### config.mk
export PLATFORM = sky130hd
export DESIGN_NAME = hvn_ctrl
export DESIGN_NICKNAME = d
export VERILOG_FILES = /design/src/rtl/hvn_pkg.sv /design/src/rtl/hvn_ctrl.sv
export SDC_FILE = /design/constraint.sdc
export NUM_CORES = 1
export LEC_CHECK = 0
export ABC_CLOCK_PERIOD_IN_PS = 2300
export BUFFER_PORTS_ARGS = -buffer_cell sky130_fd_sc_hd__buf_2
export CORE_UTILIZATION = 52
export CTS_CLUSTER_DIAMETER = 40
export DETAILED_ROUTE_END_ITERATION = 10
export PLACE_DENSITY_LB_ADDON = 0.05
export SLEW_MARGIN = 15
export SYNTH_ARGS = -nofsm -noshare
export SYNTH_HDL_FRONTEND = slang
export SYNTH_SLANG_ARGS = --single-unit
### constraint.sdc
create_clock -name clk -period 2.3 [get_ports clk]
set_input_delay 0.23 -clock clk [delete_from_list [all_inputs] [get_ports clk]]
set_output_delay 0.23 -clock clk [all_outputs]
set_load 0.01 [all_outputs]
### src/rtl/hvn_pkg.sv
package hvn_pkg;

  localparam int MAX_WIDTH_DEF  = 1024;
  localparam int MAX_HEIGHT_DEF = 1024;

  localparam int CFG_W = 11;
  localparam logic [CFG_W-1:0] DIM_RESET = 11'd256;
  localparam logic [CFG_W-1:0] DIM_MIN   = 11'd2;

  localparam logic [0:0] REG_MAP_WIDTH  = 1'b0;
  localparam logic [0:0] REG_MAP_HEIGHT = 1'b1;

  localparam int HT_W    = 8;
  localparam int SUM_W   = 11;
  localparam int MAG_W   = 10;
  localparam int SY_W    = 7;
  localparam int SQ_W    = 20;
  localparam int LEN_W   = 21;
  localparam int FRAC_SH = 28;
  localparam int DIVD_W  = SQ_W + FRAC_SH;
  localparam int QUO_W   = 29;
  localparam int ROOT_W  = 15;
  localparam int RREM_W  = 19;
  localparam int OUTS_W  = 16;
  localparam int OUTY_W  = 15;
  localparam int VTX_W   = 10;
  localparam int CNT_W   = 6;
  localparam int WIN_N   = 7;

  localparam logic [SY_W-1:0] FACE_UP = 7'd15;

  localparam logic [CNT_W-1:0] RD_LAST   = 6'd7;
  localparam logic [CNT_W-1:0] SQ_LAST   = 6'd2;
  localparam logic [CNT_W-1:0] DIV_LAST  = 6'd48;
  localparam logic [CNT_W-1:0] ROOT_LAST = 6'd16;
  localparam logic [1:0]       COMP_LAST = 2'd2;

  typedef enum logic [7:0] {
    ST_IDLE = 8'b0000_0001,
    ST_READ = 8'b0000_0010,
    ST_SUM  = 8'b0000_0100,
    ST_SQ   = 8'b0000_1000,
    ST_LEN  = 8'b0001_0000,
    ST_DIV  = 8'b0010_0000,
    ST_ROOT = 8'b0100_0000,
    ST_OUT  = 8'b1000_0000
  } state_t;

  typedef struct packed {
    logic       take;
    logic       rd_en;
    logic [2:0] rd_idx;
    logic       cap_en;
    logic [2:0] cap_idx;
    logic       sum;
    logic       pass;
    logic       sq_en;
    logic       len;
    logic       div_init;
    logic       div_step;
    logic       root_init;
    logic       root_step;
    logic       q_store;
    logic [1:0] comp;
  } cmd_t;

  typedef struct packed {
    logic first_row;
    logic final_row;
  } stat_t;

endpackage

### src/rtl/hvn_ctrl.sv
module hvn_ctrl
  import hvn_pkg::*;
(
  input  logic  clk,
  input  logic  rst_n,
  input  logic  in_valid,
  input  logic  out_ready,
  input  stat_t stat,
  output logic  in_ready,
  output logic  out_valid,
  output cmd_t  cmd
);

  state_t           state_r, state_nxt;
  logic [CNT_W-1:0] cnt_r, cnt_nxt;
  logic [1:0]       comp_r, comp_nxt;
  logic             pass_r, pass_nxt;

  always_ff @(posedge clk) begin
    if (!rst_n) begin
      state_r <= ST_IDLE;
      cnt_r   <= '0;
      comp_r  <= '0;
      pass_r  <= 1'b0;
    end else begin
      state_r <= state_nxt;
      cnt_r   <= cnt_nxt;
      comp_r  <= comp_nxt;
      pass_r  <= pass_nxt;
    end
  end

  assign in_ready  = (state_r == ST_IDLE);
  assign out_valid = (state_r == ST_OUT);

  always_comb begin
    state_nxt = state_r;
    cnt_nxt   = cnt_r + 1'b1;
    comp_nxt  = comp_r;
    pass_nxt  = pass_r;
    cmd       = '0;
    cmd.pass  = pass_r;
    cmd.comp  = comp_r;
    case (state_r)
      ST_IDLE: begin
        cnt_nxt = '0;
        if (in_valid) begin
          cmd.take = 1'b1;
          pass_nxt = 1'b0;
          if (!stat.first_row) state_nxt = ST_READ;
        end
      end
      ST_READ: begin
        cmd.rd_en   = (cnt_r != RD_LAST);
        cmd.rd_idx  = cnt_r[2:0];
        cmd.cap_en  = (cnt_r != '0);
        cmd.cap_idx = cnt_r[2:0] - 3'd1;
        if (cnt_r == RD_LAST) begin
          state_nxt = ST_SUM;
        end
      end
      ST_SUM: begin
        cmd.sum   = 1'b1;
        cnt_nxt   = '0;
        state_nxt = ST_SQ;
      end
      ST_SQ: begin
        cmd.sq_en = 1'b1;
        cmd.comp  = cnt_r[1:0];
        if (cnt_r == SQ_LAST) begin
          state_nxt = ST_LEN;
        end
      end
      ST_LEN: begin
        cmd.len   = 1'b1;
        cnt_nxt   = '0;
        comp_nxt  = '0;
        state_nxt = ST_DIV;
      end
      ST_DIV: begin
        cmd.div_init = (cnt_r == '0);
        cmd.div_step = (cnt_r != '0);
        if (cnt_r == DIV_LAST) begin
          cnt_nxt   = '0;
          state_nxt = ST_ROOT;
        end
      end
      ST_ROOT: begin
        cmd.root_init = (cnt_r == '0);
        cmd.root_step = (cnt_r != '0) && (cnt_r != ROOT_LAST);
        cmd.q_store   = (cnt_r == ROOT_LAST);
        if (cnt_r == ROOT_LAST) begin
          cnt_nxt = '0;
          if (comp_r == COMP_LAST) begin
            state_nxt = ST_OUT;
          end else begin
            comp_nxt  = comp_r + 2'd1;
            state_nxt = ST_DIV;
          end
        end
      end
      ST_OUT: begin
        cnt_nxt = '0;
        if (out_ready) begin
          if (!pass_r && stat.final_row) begin
            pass_nxt  = 1'b1;
            state_nxt = ST_SUM;
          end else begin
            state_nxt = ST_IDLE;
          end
        end
      end
      default: begin
        state_nxt = ST_IDLE;
      end
    endcase
  end

endmodule

Word-level counts from Yosys, hierarchy flattened --
Index checks and enable logic that the tools add are counted.
Operators by class: add/sub/neg operators 3, multipliers 0, div/mod/pow operators 0, magnitude comparators 0, eq/ne operators 24, shift-type cells 0, muxes and demuxes 29, bitwise logic cells 0, reduce and logical (&&, ||, !) cells 11
Operator list (count):
- 8-bit 2-to-1 mux | 9
- 8-bit one-hot mux with 8 select lines | 1
- 6-bit one-hot mux with 3 select lines | 1
- 2-bit inequality test, second input constant | 8
- 6-bit 2-to-1 mux | 2
- 8-bit by 1-bit equality test with 1-bit output, second input constant | 1
- 8-bit by 2-bit equality test with 1-bit output, second input constant | 1
- 8-bit by 3-bit equality test with 1-bit output, second input constant | 1
- 8-bit by 4-bit equality test with 1-bit output, second input constant | 1
- 8-bit by 5-bit equality test with 1-bit output, second input constant | 1
- 8-bit by 6-bit equality test with 1-bit output, second input constant | 1
- 8-bit by 7-bit equality test with 1-bit output, second input constant | 1
- 8-bit equality test, second input constant | 1
- 1-bit 2-to-1 mux | 8
- 2-bit 2-to-1 mux | 4
- 7-bit AND reduction | 1
- 6-bit by 1-bit adder with 6-bit output, second input constant | 1
- 6-bit by 2-bit equality test with 1-bit output, second input constant | 1
- 6-bit by 3-bit equality test with 1-bit output, second input constant | 1
- 6-bit by 5-bit equality test with 1-bit output, second input constant | 1
- 6-bit equality test, second input constant | 1
- 6-bit logical NOT | 1
- 3-bit 2-to-1 mux | 2
- 6-bit by 3-bit inequality test with 1-bit output, second input constant | 1
- 14 further kinds | 16
Storage, ports and cells: flip-flop bits (word level) 17, latch bits 0, memory bits (writable) 0, bits in read-only memories 0, bits of input ports 6, output and inout port bits 22, word-level logic and storage cells 71, memories kept 0

Longest topological paths before layout --
Gate-level depths: netlist (run 1).
depth after elaboration 5, mapped depth 7, mapped depth without buffers 7

Least setup slack after synthesis (run 1) --
OpenSTA, ideal clock, no wires.
path type register -> register, start register state_r[6], end register cnt_r[2], setup time 131 ps, data arrival time 1982 ps, required time 2169 ps, path slack 187 ps, cell stages (with the launch flop) 6, path buffers 0, clock period less this slack 2113 ps, cell sequence dfxtp_1 > or4_4 > nor4_1 > nor4_1 > o31ai_2 > nor2_1
On the way: longest elaborated chain between the ends 3, elaborated cells on any way between the ends 8, classes of those cells eq/ne (6); mux (1); reduce/logical (1)
RTL lines:
- from (decl) | RTL line hvn_ctrl.sv:14 | state_t state_r, state_nxt;
- from (signal assigned) | RTL line hvn_ctrl.sv:26 | state_r <= state_nxt;
- 8-bit by 1-bit equality test with 1-bit output (tied with other cells) | RTL line hvn_ctrl.sv:44 | case (state_r)
- 4-bit OR reduction (no source line)
- 6-bit one-hot mux with 3 select lines (*) | RTL line hvn_ctrl.sv:44
- to (signal assigned) | RTL line hvn_ctrl.sv:27 | cnt_r <= cnt_nxt;
- to (decl) | RTL line hvn_ctrl.sv:15 | logic [CNT_W-1:0] cnt_r, cnt_nxt;
Mark *: on every way between the ends. The rest lies on a longest branch, timed or not. A chain may end at the register's enable or synchronous reset.

==> summary.txt, run 1 <==
Yosys
  – Sequential-to-total area share from yosys stat: 30.0%
  – Post-synth cell types: 37
  – Cell taking the most area after synthesis: dfxtp_1
  – Synth area leaders: dfxtp_1, nor2_1, ha_1
  – Synthesized Nets: 158
  – Seq cells post-synth: 17
  – Mapped cell area: 1130 µm²
  – Mapped Cells: 147
  – Proportion of netlist area held by the largest area contributor: 30.0%
  – Yosys warning count: 0
  – Mean post-synth cell area: 7.71 µm²

Timing
  – Hold Vio Cnt, Final: 0
  – Minimum clock period: 2.23 ns
  – Final Cycle Share: 97.0%
  – Hold_ws: 0.170 ns
  – Clk_skew: 0.00231 ns
  – Unrepaired setup endpoints after global routing: yes
  – Fin. max-slew vios: 0
  – Worst-margin pin slew: 0.717 ns
  – Fmax: 448 MHz
  – Setup violators final: 0
  – Worst slew margin: 51.8%

Pwr
  – Gate power share: 44.1%
  – Net Sw Power: 0.355 mW
  – Pleak: 0.630 nW
  – Switching Share: 38.8%
  – Pwr per Cell Area: 660 nW/µm²
  – Sequential share of power: 38.3%
  – Pwr Total: 0.914 mW
  – Worst vdd ir: 0.000410 V
  – Internal power: 0.559 mW
  – Clock network fraction of design power: 17.6%

Critical path
  – Critical path capture point type: primary output
  – CP Class: flip-flop to primary output
  – CP cell instances: or4_4 -> or4_4 -> o21ai_1 -> buf_2
  – Slowest cell on the critical path: or4_4
  – Worst EP arrival: 2.00 ns
  – Slowest Stage Delay on Critical Path: 0.56 ns
  – Worst R2R Setup Slack: 0.19 ns
  – Worst Setup Start Kind: flip-flop
  – Critical Path RT: 2.07 ns
  – Reg2reg path depth: 6
  – Buf/Inv on CP: 1
  – Setup crit start: state_r[6]
  – Critical path's top delay family: simple AND/OR/NAND/NOR gates
  – RR Startpoint: state_r[6]
  – Cell count along the critical path: 4
  – Reg2Reg Capture Point: state_r[0]
  – Crit path capture: cmd[0]
  – Most common cell on crit path: or4_4
  – CP max FO: 8

Cells and area
  – Layout cells sized above 1: 27.2%
  – Post-layout nets: 192
  – Post-Layout Cell Count: 207
  – Register area: 344 µm²
  – Commonest non-fill, non-tap cells in the layout: nor2_1, buf_2, dfxtp_1
  – Footprint of the multi-input gates: 753 µm²
  – Util after Layout: 69.1%
  – Area grow syn2layout: 22.1%
  – Fill cell count: 180
  – Ant diodes: 0

Placed design
  – Gpl congestion: 0.888
  – Detail Placement HPWL: 2080 µm
  – Cell Count Post-Placement: 200
  – Number of port buffers: 27

Global route
  – First-pass GRT wire length: 4550 µm
  – Met3 Use GR: 5.03%
  – Overflow after GRT: 0
  – Grt peak-use layer: met2
  – GRT met2 Usage: 41.9%
  – Vias in the first global route: 1,064
  – Initial antenna violation count: 0
  – Global Route Usage Sum: 24.7%
  – Largest net degree at the start of global routing: 11
  – Met1 Resource Use GR: 28.5%

Detailed routing
  – Vias per cell: 5.69
  – DRC violations left: 0
  – Post-Route WL: 2790 µm
  – First-pass DRT Iterations: 4
  – Wire per inst: 13.5 µm
  – Vias: 1,178
  – Post-route antenna net violation count: 0
  – Iter 0 DRT Violations: 35

Die
  – Ports: 28
  – Die height: 48.7 µm
  – Core area: 2000 µm²
  – Floorplan row count: 16
  – Die ar.: 2370 µm²
  – Width of the die: 48.7 µm
  – Initial Util: 56.6%

Clock tree
  – CTS tree: built
  – Cts bufs inserted: 3
  – Clock Pin Slew Worst Setup and Hold Paths: 0.10 ns
  – Maximum clock path buffer count: 2
  – Max H-tree Level: 1
  – Number of hold-repair buffers added at the cts stage: 0
  – Clk root buf: clkbuf_4
  – Worst-Skew Late Latency: 0.29 ns
  – Clock Sinks: 17

Worst hold path
  – Hold Crit Class: primary input to flip-flop

Job
  – Max cap viols: 0

Outcome
  – Status: finished clean
## metal layers
metal  vias up  share of wire (%)
met5         -                  0
met4         0                3.6
met2        50                 45
met1       533                 45
li1        583                  -
met3        12                6.2
## sequential cells by signal (all words and copies together) (netlist names)
register / cells
cnt_r: 6
pass_r: 1
comp_r: 2
state_r: 8
## kinds of logic (layout without fill, tap and decap cells)
| logic type | count (synthesis) | count (layout) | synth area share, % |
|---|---|---|---|
| mux | 1 | 1 | 0.883 |
| simple gates | 79 | 79 | 38.2 |
| compound gates | 22 | 22 | 13.7 |
| xor+xnor | 7 | 7 | 5.41 |
| flops | 17 | 17 | 30.0 |
| fa+ha+maj | 5 | 5 | 5.52 |
| buf+inv | 16 | 49 | 6.29 |
## cells in the mapped netlist (all sizes together)
| cell type | instances |
|---|---|
| or2 | 1 |
| a31oi | 2 |
| xnor2 | 3 |
| nor3 | 4 |
| o32ai | 1 |
| a211oi | 1 |
| dfxtp | 17 |
| mux2i | 1 |
| o31ai | 1 |
| nand4 | 1 |
| inv | 12 |
| clkbuf | 2 |
| and3 | 6 |
| nor2b | 3 |
| or4 | 2 |
| nand3b | 1 |
| and4b | 2 |
| nand3 | 7 |
| nand2 | 13 |
| o32a | 1 |
| nor4bb | 1 |
| buf | 2 |
| ha | 5 |
| o22a | 1 |
| nand2b | 3 |
| nor2 | 27 |
| nor4 | 5 |
| o21ai | 6 |
| or4b | 1 |
| a21oi | 6 |
| xor2 | 4 |
| a32oi | 2 |
| o2bb2ai | 1 |
| nand4b | 2 |
## how the worst min path moves through the flow
stage / slack, ns / cells after the start / from / end
2_1_floorplan: 0.34 / 2 / rst_n / state_r[1]
3_3_place_gp: 0.48 / 2 / out_ready / state_r[7]
3_5_place_dp: 0.48 / 2 / out_ready / state_r[7]
4_1_cts: 0.17 / 2 / out_ready / state_r[7]
5_1_grt: 0.17 / 2 / out_ready / state_r[7]
6_report: 0.17 / 2 / out_ready / state_r[7]
## worst register-to-register path: stages, from the launching register on
cell     delay [ns]
dfxtp_4        0.37
or4_4          0.56
or4_4          0.49
buf_4          0.17
o22a_4         0.19
nand3_1        0.09
mux2i_1        0.17
## metrics by stage
step / worst slack, ns / TNS, ns / instance area [µm²]
after global routing: -0.00971 / -0.0124 / 1380
after floorplan: 0.187 / 0 / 1130
after global placement: 0.170 / 0 / 1300
after CTS: 0.00871 / 0 / 1330
final: 0.0691 / 0 / 1380
after detailed placement: 0.179 / 0 / 1300
## area by class of cell
type	instances	area share (%)
inverter	12	3.25
clock inverter	1	0.362
tap	27	2.44
multi-input combinational	114	54.4
clock buffer	3	1.63
sequential	17	24.9
timing repair buffer	33	13.0
## power by group through the flow
stage / registers (mW) / logic (mW) / clock network (mW)
finish: 0.350 / 0.403 / 0.161
floorplan: 0.355 / 0.269 / 0
detailed placement: 0.356 / 0.384 / 0
global route: 0.355 / 0.446 / 0.180
CTS: 0.350 / 0.387 / 0.163
global placement: 0.356 / 0.382 / 0
## what timing repair did
item,CTS,global route
buffers inserted,0,3
pin swaps,1,0
hold endpoints to repair,0,0
gates resized for setup,1,9
endpoints found under the setup margin,3,12
Note: power is estimated with default switching activity, not from simulation.
==> run 2, diff against run 1 <==
--- a/config.mk
+++ b/config.mk
@@ -7,9 +7,12 @@
 export LEC_CHECK = 0
 export ABC_CLOCK_PERIOD_IN_PS = 2300
 export BUFFER_PORTS_ARGS = -buffer_cell sky130_fd_sc_hd__buf_2
-export CORE_UTILIZATION = 52
+export CELL_PAD_IN_SITES_DETAIL_PLACEMENT = 1
+export CELL_PAD_IN_SITES_GLOBAL_PLACEMENT = 2
+export CORE_UTILIZATION = 29
 export CTS_CLUSTER_DIAMETER = 40
 export DETAILED_ROUTE_END_ITERATION = 10
+export GPL_TIMING_DRIVEN = 0
 export PLACE_DENSITY_LB_ADDON = 0.05
 export SLEW_MARGIN = 15
 export SYNTH_ARGS = -nofsm -noshare
==> run 2 against run 1 <==
Effect of this change: combinational power grew 11%; clock-buffer cell count is the same; final area grew 5.2%; sequential power grew 1%; worst setup slack gained 0.045 ns; clock power grew 47%; cell count grew 11%; die area grew 76%; fmax grew 2.0%; sequential share of layout area shrank 0.98 points.
==> summary.txt, run 2 (synthesized netlist as in run 1, its figures left out) <==
Outcome
  – Status: finished clean

Cells and area
  – Footprint of the multi-input gates: 763 µm²
  – Util after Layout: 39.2%
  – Post-layout nets: 194
  – Max FFs per register: 8
  – Commonest non-fill, non-tap cells in the layout: nor2_1, buf_2, dfxtp_1
  – Reg with most FFs: state_r
  – Area grow syn2layout: 28.5%
  – Ant diodes: 0
  – Design area: 1460 µm²
  – Top Registers: state_r (8), cnt_r (6), comp_r (2)
  – Layout cells sized above 1: 28.6%
  – Fill cell count: 490
  – Register area: 348 µm²

Worst hold path
  – Hold Crit Class: primary input to flip-flop

Critical path
  – Reg2Reg Capture Point: cnt_r[0]
  – CP Class: flip-flop to primary output
  – CP max FO: 8
  – Most common cell on crit path: or4_4
  – CP cell instances: or4_4 -> or4_4 -> o21ai_0 -> buf_2
  – Reg2reg path depth: 7
  – Worst R2R Setup Slack: 0.20 ns
  – Buf/Inv on CP: 1
  – Worst Setup Start Kind: flip-flop
  – Critical path's top delay family: simple AND/OR/NAND/NOR gates
  – Slowest Stage Delay on Critical Path: 0.55 ns
  – Cell count along the critical path: 4
  – RR Startpoint: state_r[0]
  – Setup crit start: state_r[0]
  – Critical path capture point type: primary output
  – Worst EP arrival: 1.96 ns
  – Slowest cell on the critical path: or4_4
  – Crit path capture: cmd[0]
  – Critical Path RT: 2.07 ns

Placed design
  – Pre-CTS WS: -0.0898 ns
  – Number of port buffers: 27
  – Detail Placement HPWL: 2700 µm
  – Placed cell area: 1330 µm²
  – Gpl congestion: 0.727

Die
  – Ports: 28
  – Initial Util: 30.5%
  – Core area: 3720 µm²
  – Die height: 64.5 µm
  – Die ar.: 4160 µm²
  – Width of the die: 64.5 µm
  – Floorplan row count: 22

Timing
  – Fin. max-slew vios: 0
  – Unrepaired setup endpoints after global routing: no
  – Final Cycle Share: 95.1%
  – Clk_skew: 0.00322 ns
  – Worst-margin pin slew: 0.568 ns
  – Hold Vio Cnt, Final: 0
  – Final worst setup slack: 0.114 ns
  – Fmax: 457 MHz
  – Setup violators final: 0
  – Worst slew margin: 61.8%
  – Minimum clock period: 2.19 ns

Clock tree
  – Max H-tree Level: 1
  – CTS tree: built
  – Clock Pin Slew Worst Setup and Hold Paths: 0.07 ns
  – Maximum clock path buffer count: 2
  – Clock Sinks: 17
  – Cts bufs inserted: 3
  – Clk root buf: clkbuf_8
  – Worst-Skew Late Latency: 0.26 ns

Pwr
  – Worst vdd ir: 0.000347 V
  – Pwr per Cell Area: 712 nW/µm²
  – Pwr Total: 1.04 mW
  – Pleak: 0.642 nW

Job
  – Max cap viols: 0

Global route
  – GRT met2 Usage: 31.4%
  – Global Route Usage Sum: 17.9%
  – Overflow after GRT: 0
  – First-pass GRT wire length: 5670 µm
  – Initial antenna violation count: 0
  – Largest net degree at the start of global routing: 12
  – Met1 Resource Use GR: 22.6%
  – Met3 Use GR: 3.87%
  – Vias in the first global route: 1,188
  – Grt peak-use layer: met2

Detailed routing
  – Vias per cell: 5.08
  – Post-Route WL: 3460 µm
  – Post-route antenna net violation count: 0
  – Iter 0 DRT Violations: 34
  – Vias: 1,169
  – DRC violations left: 0
  – Wire per inst: 15.1 µm
  – First-pass DRT Iterations: 4
-- run 2: worst register-to-register path, stage by stage, from the launching register on --
cell and delay, ns:
dfxtp_4 0.35, or4_4 0.55, buf_4 0.16, nor4_2 0.29
nor4_1 0.16, o31ai_2 0.27, buf_4 0.18, nor2_1 0.04
-- run 2: where the power goes --
part           internal [mW]  leakage [nW]  switching [mW]  total (mW)
clock network          0.122        0.0217           0.115       0.237
registers              0.324         0.138          0.0306       0.354
logic                  0.195         0.482           0.251       0.446
total                  0.641         0.642           0.396        1.04
-- run 2: metal layers --
layer	routed length, µm	up-vias
met5	0	-
met1	1660	564
met2	1700	14
met3	92	5
li1	-	586
met4	19	0
-- run 2: repair_timing --
item / 4_1_cts / 5_1_grt
endpoints found under the setup margin: 12 / 17
gates resized for setup: 9 / 3
pin swaps: 1 / 4
setup buffers: 4 / 2
hold buffers: 0 / 0
-- run 2: layout make-up --
cell class / count / area share, %
tap: 48 / 4.12
timing repair buffer: 33 / 12.4
clock buffer: 3 / 2.84
buffer: 2 / 0.773
inverter: 12 / 3.09
sequential: 17 / 23.9
clock inverter: 1 / 0.515
multi-input combinational: 114 / 52.4
-- run 2: worst min-delay path by stage --
stage | startpoint | depth (start not counted) | slack [ns] | to
after CTS | out_ready | 2 | 0.20 | state_r[7]
final | out_ready | 2 | 0.21 | state_r[7]
after global routing | out_ready | 2 | 0.21 | state_r[7]
after floorplan | rst_n | 2 | 0.34 | state_r[1]
after detailed placement | out_ready | 2 | 0.48 | state_r[7]
after global placement | cnt_r[0] | 1 | 0.49 | cnt_r[0]
-- run 2: stage by stage --
stage                     hold slack (ns)  setup TNS [ns]  cells
after detailed placement            0.478          -0.370    222
after floorplan                     0.345               0    147
after global placement              0.493          -0.110    222
after global routing                0.214               0    230
after CTS                           0.200        -0.00121    229
final                               0.209               0    230
